File: config.mk
export PLATFORM = sky130hd
export DESIGN_NAME = raster_horizontal_shear_flat
export DESIGN_NICKNAME = d
export VERILOG_FILES = /design/src/rtl/rhs_pkg.sv /design/src/rtl/rhs_if.sv /design/src/rtl/rhs_cfg.sv /design/src/rtl/rhs_core.sv /design/src/rtl/raster_horizontal_shear.sv /design/src/flat_wrapper.sv
export SDC_FILE = /design/constraint.sdc
export NUM_CORES = 1
export LEC_CHECK = 0
export ABC_AREA = 1
export BUFFER_PORTS_ARGS = -buffer_cell sky130_fd_sc_hd__buf_2
export CAP_MARGIN = 20
export CORE_MARGIN = 2
export CORE_UTILIZATION = 40
export DETAILED_ROUTE_END_ITERATION = 16
export GPL_TIMING_DRIVEN = 0
export SLEW_MARGIN = 10
export SYNTH_ARGS = -nofsm -noshare
export SYNTH_HDL_FRONTEND = slang
export SYNTH_SLANG_ARGS = --single-unit
File: constraint.sdc
create_clock -name clk -period 6.9 [get_ports clk]
set_input_delay 0.69 -clock clk [delete_from_list [all_inputs] [get_ports clk]]
set_output_delay 0.69 -clock clk [all_outputs]
set_load 0.005 [all_outputs]
File: src/rtl/rhs_pkg.sv
// ----------------------------------------------------------------------------
// rhs_pkg: shared types and constants for the raster horizontal shear
// Dimension limits, fixed-point format of the slope, register indexes and
// the rounding and dimension helpers used by the config and datapath blocks.
// ----------------------------------------------------------------------------
package rhs_pkg;

	localparam int MAX_DIM         = 4096;
	localparam int SLOPE_FRAC_BITS = 12;

	localparam int DIM_W   = 13;                   // width of the dimension registers
	localparam int SLOPE_W = 16;
	localparam int SHIFT_W = 16;                   // pad counts
	localparam int PIX_W   = 8;
	localparam int IDX_W   = $clog2(MAX_DIM);      // row / column position
	// k * slope, plus one bit: a right-shear image turned left mid-image keeps
	// stepping up from h * slope for up to MAX_DIM - 1 rows
	localparam int ACC_W   = IDX_W + SLOPE_W + 1;
	localparam int CFG_IDX_W  = 2;
	localparam int CFG_DATA_W = 16;

	typedef enum logic [CFG_IDX_W-1:0] {
		REG_IMAGE_WIDTH  = 2'd0,
		REG_IMAGE_HEIGHT = 2'd1,
		REG_SHEAR_SLOPE  = 2'd2,
		REG_SHEAR_LEFT   = 2'd3
	} reg_idx_t;

	// Settings seen by the datapath, products already registered.
	typedef struct packed {
		logic [IDX_W-1:0]   w_m1;      // effective width minus one
		logic [IDX_W-1:0]   h_m1;      // effective height minus one
		logic [SLOPE_W-1:0] slope;
		logic               left;
		logic [ACC_W-1:0]   prod_h;    // h * slope
		logic [ACC_W-1:0]   prod_hm1;  // (h - 1) * slope
	} cfg_t;

	// Effective dimension minus one: zero acts as one, large values clamp.
	function automatic logic [IDX_W-1:0] dim_m1(input logic [DIM_W-1:0] v);
		logic [DIM_W-1:0] vm1;
		vm1 = v - DIM_W'(1);
		if (v == '0)
			return '0;
		else if (int'(v) > MAX_DIM)
			return IDX_W'(MAX_DIM - 1);
		else
			return vm1[IDX_W-1:0];
	endfunction

	// Round half up, drop the fraction, saturate to the pad width.
	function automatic logic [SHIFT_W-1:0] round_shift(input logic [ACC_W-1:0] acc);
		logic [ACC_W:0] sum;
		logic [ACC_W:0] whole;
		sum   = {1'b0, acc} + ((ACC_W+1)'(1) << (SLOPE_FRAC_BITS - 1));
		whole = sum >> SLOPE_FRAC_BITS;
		if (whole > (ACC_W+1)'({SHIFT_W{1'b1}}))
			return {SHIFT_W{1'b1}};
		else
			return whole[SHIFT_W-1:0];
	endfunction

endpackage

File: src/rtl/rhs_if.sv
// ----------------------------------------------------------------------------
// rhs_if: channel interfaces of the raster horizontal shear
// Pixel input stream, result stream and configuration write channel, each
// a valid/ready handshake with a source and a sink modport.
// ----------------------------------------------------------------------------
interface rhs_pix_if;
	logic                     valid;
	logic                     ready;
	logic [rhs_pkg::PIX_W-1:0] pixel_in;

	modport source (output valid, output pixel_in, input ready);
	modport sink   (input valid, input pixel_in, output ready);
endinterface

interface rhs_res_if;
	logic                        valid;
	logic                        ready;
	logic [rhs_pkg::PIX_W-1:0]   pixel_out;
	logic [rhs_pkg::SHIFT_W-1:0] pad_before;
	logic [rhs_pkg::SHIFT_W-1:0] pad_after;
	logic                        row_end;
	logic                        image_end;

	modport source (output valid, output pixel_out, output pad_before, output pad_after,
		output row_end, output image_end, input ready);
	modport sink   (input valid, input pixel_out, input pad_before, input pad_after,
		input row_end, input image_end, output ready);
endinterface

interface rhs_cfg_if;
	logic                           valid;
	logic                           ready;
	logic [rhs_pkg::CFG_IDX_W-1:0]  index;
	logic [rhs_pkg::CFG_DATA_W-1:0] data;

	modport source (output valid, output index, output data, input ready);
	modport sink   (input valid, input index, input data, output ready);
endinterface

File: src/rtl/rhs_cfg.sv
// ----------------------------------------------------------------------------
// rhs_cfg: configuration registers of the raster horizontal shear
// Holds width, height, slope and direction, and registers the two products
// h*slope and (h-1)*slope that seed each image.
// ----------------------------------------------------------------------------
module rhs_cfg (
	input  logic               clk,
	input  logic               arst_n,
	rhs_cfg_if.sink            cfg,
	output rhs_pkg::cfg_t      settings
);

	logic [rhs_pkg::DIM_W-1:0]   width_q;
	logic [rhs_pkg::DIM_W-1:0]   height_q;
	logic [rhs_pkg::SLOPE_W-1:0] slope_q;
	logic                        left_q;
	logic [rhs_pkg::ACC_W-1:0]   prod_h_q;
	logic [rhs_pkg::ACC_W-1:0]   prod_hm1_q;

	logic [rhs_pkg::IDX_W-1:0]   w_m1;
	logic [rhs_pkg::IDX_W-1:0]   h_m1;
	logic [rhs_pkg::IDX_W:0]     h_eff;
	logic [rhs_pkg::ACC_W:0]     prod_h;
	logic [rhs_pkg::ACC_W-1:0]   prod_hm1;
	logic                        wr;

	assign cfg.ready = 1'b1;
	assign wr        = cfg.valid;

	always_ff @(posedge clk or negedge arst_n) begin
		if (!arst_n) begin
			width_q  <= rhs_pkg::DIM_W'(512);
			height_q <= rhs_pkg::DIM_W'(512);
			slope_q  <= '0;
			left_q   <= 1'b0;
		end else if (wr) begin
			unique case (rhs_pkg::reg_idx_t'(cfg.index))
				rhs_pkg::REG_IMAGE_WIDTH:  width_q  <= cfg.data[rhs_pkg::DIM_W-1:0];
				rhs_pkg::REG_IMAGE_HEIGHT: height_q <= cfg.data[rhs_pkg::DIM_W-1:0];
				rhs_pkg::REG_SHEAR_SLOPE:  slope_q  <= cfg.data[rhs_pkg::SLOPE_W-1:0];
				rhs_pkg::REG_SHEAR_LEFT:   left_q   <= cfg.data[0];
				default: ;
			endcase
		end
	end

	assign w_m1  = rhs_pkg::dim_m1(width_q);
	assign h_m1  = rhs_pkg::dim_m1(height_q);
	assign h_eff = {1'b0, h_m1} + (rhs_pkg::IDX_W+1)'(1);

	assign prod_h   = (rhs_pkg::ACC_W+1)'(h_eff) * (rhs_pkg::ACC_W+1)'(slope_q);
	assign prod_hm1 = rhs_pkg::ACC_W'(h_m1) * rhs_pkg::ACC_W'(slope_q);

	// h*slope stays below 2^ACC_W since h never exceeds MAX_DIM
	always_ff @(posedge clk) begin
		prod_h_q   <= prod_h[rhs_pkg::ACC_W-1:0];
		prod_hm1_q <= prod_hm1;
	end

	always_comb begin
		settings.w_m1     = w_m1;
		settings.h_m1     = h_m1;
		settings.slope    = slope_q;
		settings.left     = left_q;
		settings.prod_h   = prod_h_q;
		settings.prod_hm1 = prod_hm1_q;
	end

endmodule

File: src/rtl/rhs_core.sv
// ----------------------------------------------------------------------------
// rhs_core: pixel datapath of the raster horizontal shear
// Input register, raster position and shift tracking, and the result
// register that presents each pixel with its pad counts.
// ----------------------------------------------------------------------------
module rhs_core (
	input  logic          clk,
	input  logic          arst_n,
	input  rhs_pkg::cfg_t settings,
	rhs_pix_if.sink       pixels,
	rhs_res_if.source     results
);

	logic                        valid_s1;
	logic [rhs_pkg::PIX_W-1:0]   pixel_s1;

	logic                        out_valid_q;
	logic [rhs_pkg::PIX_W-1:0]   pixel_q;
	logic [rhs_pkg::SHIFT_W-1:0] pad_before_q;
	logic [rhs_pkg::SHIFT_W-1:0] pad_after_q;
	logic                        row_end_q;
	logic                        image_end_q;

	logic [rhs_pkg::IDX_W-1:0]   row_q;
	logic [rhs_pkg::IDX_W-1:0]   col_q;
	logic [rhs_pkg::ACC_W-1:0]   acc_q;
	logic [rhs_pkg::SHIFT_W-1:0] max_q;
	logic [rhs_pkg::SHIFT_W-1:0] rs_q;

	logic                        out_adv;
	logic                        s1_fire;
	logic                        first_pix;
	logic                        last_col;
	logic                        last_row;
	logic [rhs_pkg::ACC_W-1:0]   acc_cur;
	logic [rhs_pkg::SHIFT_W-1:0] max_cur;
	logic [rhs_pkg::SHIFT_W-1:0] rs_cur;
	logic [rhs_pkg::SHIFT_W-1:0] lead_pad;
	logic [rhs_pkg::SHIFT_W-1:0] after;
	logic [rhs_pkg::ACC_W-1:0]   acc_next;
	logic [rhs_pkg::ACC_W-1:0]   slope_ext;

	assign out_adv      = !out_valid_q || results.ready;
	assign s1_fire      = valid_s1 && out_adv;
	assign pixels.ready = !valid_s1 || out_adv;

	always_ff @(posedge clk or negedge arst_n) begin
		if (!arst_n)
			valid_s1 <= 1'b0;
		else if (pixels.ready)
			valid_s1 <= pixels.valid;
	end

	always_ff @(posedge clk) begin
		if (pixels.valid && pixels.ready)
			pixel_s1 <= pixels.pixel_in;
	end

	assign first_pix = (row_q == '0) && (col_q == '0);
	assign slope_ext = rhs_pkg::ACC_W'(settings.slope);

	always_comb begin
		// image start reloads the accumulator and the widest shift
		if (first_pix) begin
			acc_cur = settings.left ? '0 : settings.prod_h;
			max_cur = rhs_pkg::round_shift(settings.left ? settings.prod_hm1 : settings.prod_h);
		end else begin
			acc_cur = acc_q;
			max_cur = max_q;
		end
		rs_cur   = (col_q == '0) ? rhs_pkg::round_shift(acc_cur) : rs_q;
		lead_pad = (col_q == '0) ? rs_cur : '0;
		last_col = col_q >= settings.w_m1;
		last_row = row_q >= settings.h_m1;
		after    = (last_col && max_cur > rs_cur) ? max_cur - rs_cur : '0;
		if (settings.left)
			acc_next = acc_cur + slope_ext;
		else
			acc_next = (acc_cur > slope_ext) ? acc_cur - slope_ext : '0;
	end

	always_ff @(posedge clk or negedge arst_n) begin
		if (!arst_n) begin
			row_q <= '0;
			col_q <= '0;
			acc_q <= '0;
			max_q <= '0;
			rs_q  <= '0;
		end else if (s1_fire) begin
			max_q <= max_cur;
			rs_q  <= rs_cur;
			if (last_col) begin
				col_q <= '0;
				acc_q <= acc_next;
				row_q <= last_row ? '0 : row_q + rhs_pkg::IDX_W'(1);
			end else begin
				col_q <= col_q + rhs_pkg::IDX_W'(1);
				acc_q <= acc_cur;
			end
		end
	end

	always_ff @(posedge clk or negedge arst_n) begin
		if (!arst_n)
			out_valid_q <= 1'b0;
		else if (out_adv)
			out_valid_q <= valid_s1;
	end

	always_ff @(posedge clk) begin
		if (s1_fire) begin
			pixel_q      <= pixel_s1;
			pad_before_q <= lead_pad;
			pad_after_q  <= after;
			row_end_q    <= last_col;
			image_end_q  <= last_col && last_row;
		end
	end

	assign results.valid      = out_valid_q;
	assign results.pixel_out  = pixel_q;
	assign results.pad_before = pad_before_q;
	assign results.pad_after  = pad_after_q;
	assign results.row_end    = row_end_q;
	assign results.image_end  = image_end_q;

endmodule

File: src/rtl/raster_horizontal_shear.sv
// ----------------------------------------------------------------------------
// raster_horizontal_shear: streaming horizontal shear of an 8-bit raster
// Takes pixels in row-major order and tags each with the zero padding that
// widens every row to image_width plus the largest shift of the image.
// ----------------------------------------------------------------------------
// Usage:
//   pixels  : one pixel per transaction, row-major, rows of image_width.
//   results : one transaction per pixel: the pixel, pad_before on the first
//             pixel of a row, pad_after on the last, row_end and image_end.
//   cfg     : register writes (width, height, slope Q4.12, direction),
//             always ready; write between transactions only.
// A pixel transaction loads the input register; its result then moves into
// the result register, from which the result transaction is presented. One
// pixel per cycle sustained while results does not stall; the shift for
// each row comes from a running accumulator stepped by the slope once per
// row, and the image-start products h*slope and (h-1)*slope are held in
// registers.
// Reset clears the raster position and empties both stages; registers go
// to 512 x 512, slope 0, right shear. When results stalls, the input
// register still takes one more pixel if it is empty, then pixels.ready
// stays low until results.ready returns.
// ----------------------------------------------------------------------------
module raster_horizontal_shear (
	input  logic       clk,
	input  logic       arst_n,
	rhs_cfg_if.sink    cfg,
	rhs_pix_if.sink    pixels,
	rhs_res_if.source  results
);

	rhs_pkg::cfg_t settings;

	rhs_cfg u_cfg (
		.clk      (clk),
		.arst_n   (arst_n),
		.cfg      (cfg),
		.settings (settings)
	);

	rhs_core u_core (
		.clk      (clk),
		.arst_n   (arst_n),
		.settings (settings),
		.pixels   (pixels),
		.results  (results)
	);

endmodule

File: src/flat_wrapper.sv
// flat-port wrapper written by rule: the top's interface ports become plain ports
module raster_horizontal_shear_flat 
  (clk, arst_n, cfg_valid, cfg_index, cfg_data, cfg_ready, pixels_valid, pixels_pixel_in, pixels_ready, results_valid, results_pixel_out, results_pad_before, results_pad_after, results_row_end, results_image_end, results_ready);
  rhs_cfg_if cfg_i ();
  rhs_pix_if pixels_i ();
  rhs_res_if results_i ();
  input  logic clk;
  input  logic arst_n;
  input wire logic [$bits(cfg_i.valid)-1:0] cfg_valid;
  input wire logic [$bits(cfg_i.index)-1:0] cfg_index;
  input wire logic [$bits(cfg_i.data)-1:0] cfg_data;
  output wire logic [$bits(cfg_i.ready)-1:0] cfg_ready;
  input wire logic [$bits(pixels_i.valid)-1:0] pixels_valid;
  input wire logic [$bits(pixels_i.pixel_in)-1:0] pixels_pixel_in;
  output wire logic [$bits(pixels_i.ready)-1:0] pixels_ready;
  output wire logic [$bits(results_i.valid)-1:0] results_valid;
  output wire logic [$bits(results_i.pixel_out)-1:0] results_pixel_out;
  output wire logic [$bits(results_i.pad_before)-1:0] results_pad_before;
  output wire logic [$bits(results_i.pad_after)-1:0] results_pad_after;
  output wire logic [$bits(results_i.row_end)-1:0] results_row_end;
  output wire logic [$bits(results_i.image_end)-1:0] results_image_end;
  input wire logic [$bits(results_i.ready)-1:0] results_ready;
  assign cfg_i.valid = cfg_valid;
  assign cfg_i.index = cfg_index;
  assign cfg_i.data = cfg_data;
  assign cfg_ready = cfg_i.ready;
  assign pixels_i.valid = pixels_valid;
  assign pixels_i.pixel_in = pixels_pixel_in;
  assign pixels_ready = pixels_i.ready;
  assign results_valid = results_i.valid;
  assign results_pixel_out = results_i.pixel_out;
  assign results_pad_before = results_i.pad_before;
  assign results_pad_after = results_i.pad_after;
  assign results_row_end = results_i.row_end;
  assign results_image_end = results_i.image_end;
  assign results_i.ready = results_ready;
  raster_horizontal_shear u_core (.clk(clk), .arst_n(arst_n), .cfg(cfg_i), .pixels(pixels_i), .results(results_i));
endmodule
==> flow_summary.yaml <==
status:
  status: "complete, no violations"
sta:
  setup_slack_ns: 0.142
  rsz0062_at_grt: "yes"
  clock_skew_ns: 0.0396
  worst_pin_slew_ns: 1.15
  setup_viol: 0
  fin_crit_ns: 6.76
  period_share_pct: 97.9
  fmax_mhz: 148
  relSlewSlack_pct: 22.6
  setup_tns_ns: 0
  slew_viol_final: 0
  hold_viol: 0
synthesis:
  synth_area_leaders: "fa_1 (21%), nand2_1 (13%), dfrtp_1 (12%), ha_1 (9.9%), inv_1 (8.2%)"
  syn_area_per_cell_um2: 7.47
  synth_area_um2: 27600
  netlist.area_leader.share_pct: 21.5
  synth-edff-count: 50
  yosysWarnings: 0
  synth_fp_nets: 4236
  yosysTopAreaCell: "fa_1"
  synth_cells: 3692
  synthArstFlopShare_pct: 57.5
  yosysUniqueCellTypes: 61
  ys.flop_type: "dfrtp_1"
  ys_seq_area_share_pct: 20.6
  ys_ff_latch: 226
clock_tree:
  clk_pin_slew_ns: 0.06
  cts_inserted_buffers: 28
  ctsRootBufferMaster: "clkbuf_16"
  h-tree-depth: 1
  clk-insertion-delay-late_ns: 0.58
  clk_path_buf_depth: 3
  tritoncts: "done"
  cts_sinks: 226
critical_path:
  max_stage_delay_ns: 0.54
  cp-end-kind: "register"
  cp_top_family: "adder cells"
  critPathSlowestCell: "fa_1"
  crit_top_cell: "inv_2"
  rr_endpoint: "u_core.u_cfg.prod_h_q[22]"
  cp-start-kind: "register"
  worstReg2RegStart: "u_core.u_cfg.height_q[0]"
  crit_buf_inv: 11
  critPathMaxFanout: 8
  r2r_slack_ns: 0.14
  worstPathRequired_ns: 7.35
  critPathKind: "reg2reg"
  ff2ff_path_depth: 39
  critical_path_arrival_ns: 7.20
grt:
  grt_pass1_wl_mm: 142
  antenna_found_initial: 2
  grtUsageTotal_pct: 26.0
  grt_pass1_vias: 24504
  grt_overflow: 0
  grt_max_degree: 65
place:
  dp_cells: 4650
  dp_slack_ns: -1.34
  port_buffers: 74
  dp_hpwl_mm: 72.9
  gp_congestion: 0.978
cells_and_area:
  synthToLayoutAreaGrowth_pct: 15.2
  final_util_pct: 46.4
  mostFrequentLayoutCell: "nand2_1"
  layout_common_cells: "nand2_1 (899), inv_1 (581), nor2_1 (351)"
  finalNetCount: 4426
  nFillCells: 6911
  diodes: 0
  drive_gt1_share_pct: 13.5
  fin_cells: 4786
worst_hold_path:
  hold_depth: 1
  hp-start: "pixels_pixel_in[7]"
  whs_endpoint: "u_core.u_core.pixel_s1[7]"
  hold_class: "in2reg"
detailed_routing:
  routed_via_density: 5.23
  drtAntennaViolNets: 0
  routedWlPerCell_um: 19.3
  drc: 0
  wl_mm: 92.4
  via_count: 25007
  drt_pass1_iterations: 7
  drtIter0Drc: 2153
floorplan:
  initial_core_util_pct: 40.3
  die_h_um: 267
  rows: 96
  ioPinCount: 76
  die_w_um: 267
  dieArea_um2: 71000
  core_area_um2: 68500
run:
  maxCapViolations: 0
-- state kept, by name, summed over array words and instances (netlist names), 12 cells and up --
name and cells:
u_core.u_cfg.prod_h_q 29, u_core.u_cfg.width_q 13, u_core.u_core.max_q 16, u_core.u_core.rs_q 16, u_core.u_cfg.height_q 13, u_core.u_cfg.slope_q 16, u_core.u_core.row_q 12, u_core.u_cfg.prod_hm1_q 17
u_core.u_core.results.pad_before 16, u_core.u_core.col_q 12, u_core.u_core.acc_q 29, u_core.u_core.results.pad_after 16
-- cell families after synthesis --
kind of cell	share of synthesized area (%)
flip-flops	20.6
adder cells (fa/ha/maj)	31.3
buffers and inverters	10.5
AO/OA/AOI/OAI	8.95
AND/OR/NAND/NOR	25.4
other	0.0136
XOR/XNOR	3.11
-- Yosys cell counts (all sizes together), types with 3 or more instances --
| library cell | instances |
|---|---|
| a21boi | 5 |
| a21o | 11 |
| a21oi | 172 |
| a31oi | 15 |
| and3 | 3 |
| buf | 26 |
| clkbuf | 92 |
| clkinv | 7 |
| dfrtp | 128 |
| dfxtp | 46 |
| edfxtp | 50 |
| fa | 296 |
| ha | 217 |
| inv | 634 |
| nand2 | 967 |
| nand3 | 181 |
| nand3b | 9 |
| nand4 | 31 |
| nor2 | 390 |
| nor3 | 39 |
| nor3b | 5 |
| nor4 | 7 |
| o21a | 12 |
| o21ai | 191 |
| o21bai | 9 |
| o22ai | 7 |
| o31ai | 7 |
| or2 | 18 |
| or3 | 3 |
| xnor2 | 31 |
| xor2 | 67 |
-- worst max-delay path by stage --
stage | from | end | slack, ns | cells past startpoint
floorplan | u_core.u_cfg.height_q[0] | u_core.u_cfg.prod_h_q[22] | 0.004 | 37
global placement | u_core.u_cfg.height_q[0] | u_core.u_cfg.prod_h_q[28] | -1.29 | 34
detailed placement | u_core.u_cfg.height_q[0] | u_core.u_cfg.prod_h_q[28] | -1.34 | 34
CTS | u_core.u_cfg.height_q[1] | u_core.u_cfg.prod_h_q[28] | -0.05 | 36
global route | u_core.u_cfg.height_q[0] | u_core.u_cfg.prod_h_q[22] | -0.11 | 36
finish | u_core.u_cfg.height_q[0] | u_core.u_cfg.prod_h_q[22] | 0.14 | 39
-- per-layer routing --
layer  vias up  part of all wire, %  global-route usage (%)
met1     11862                   41                    33.3
met5         -                0.027                       0
li1      11893                    -                       -
met3       251                  8.1                    4.70
met2       997                   45                    43.1
met4         4                  5.4                    11.1
-- repair_timing --
| action | 4_1_cts | 5_1_grt |
|---|---|---|
| gates resized for setup | 109 | 160 |
| hold buffers | 1 | 0 |
| gates cloned | 1 | 2 |
| endpoints found under the hold margin | 5 | 0 |
| pin swaps | 27 | 103 |
| setup buffers | 30 | 55 |
| setup endpoints to repair | 36 | 20 |
-- per-stage QoR --
step | area [um2] | hold slack, ns
after floorplan | 27600 | 0.394
after global placement | 29100 | 0.402
after detailed placement | 29100 | 0.405
after CTS | 30800 | 0.279
after global routing | 31700 | 0.286
final | 31700 | 0.289
-- layout make-up --
cell class | instances | area, um2 | share of cell area, %
buffer | 113 | 561 | 1.77
multi-input combinational | 2707 | 19800 | 62.5
sequential | 226 | 5680 | 17.9
timing repair buffer | 165 | 1140 | 3.60
inverter | 641 | 2450 | 7.73
clock inverter | 9 | 90.1 | 0.284
tap | 882 | 1100 | 3.48
clock buffer | 43 | 890 | 2.80
Power is left out: the tool's default activity adds up to more than one toggle a clock period on the data nets, which glitch-free logic cannot reach.
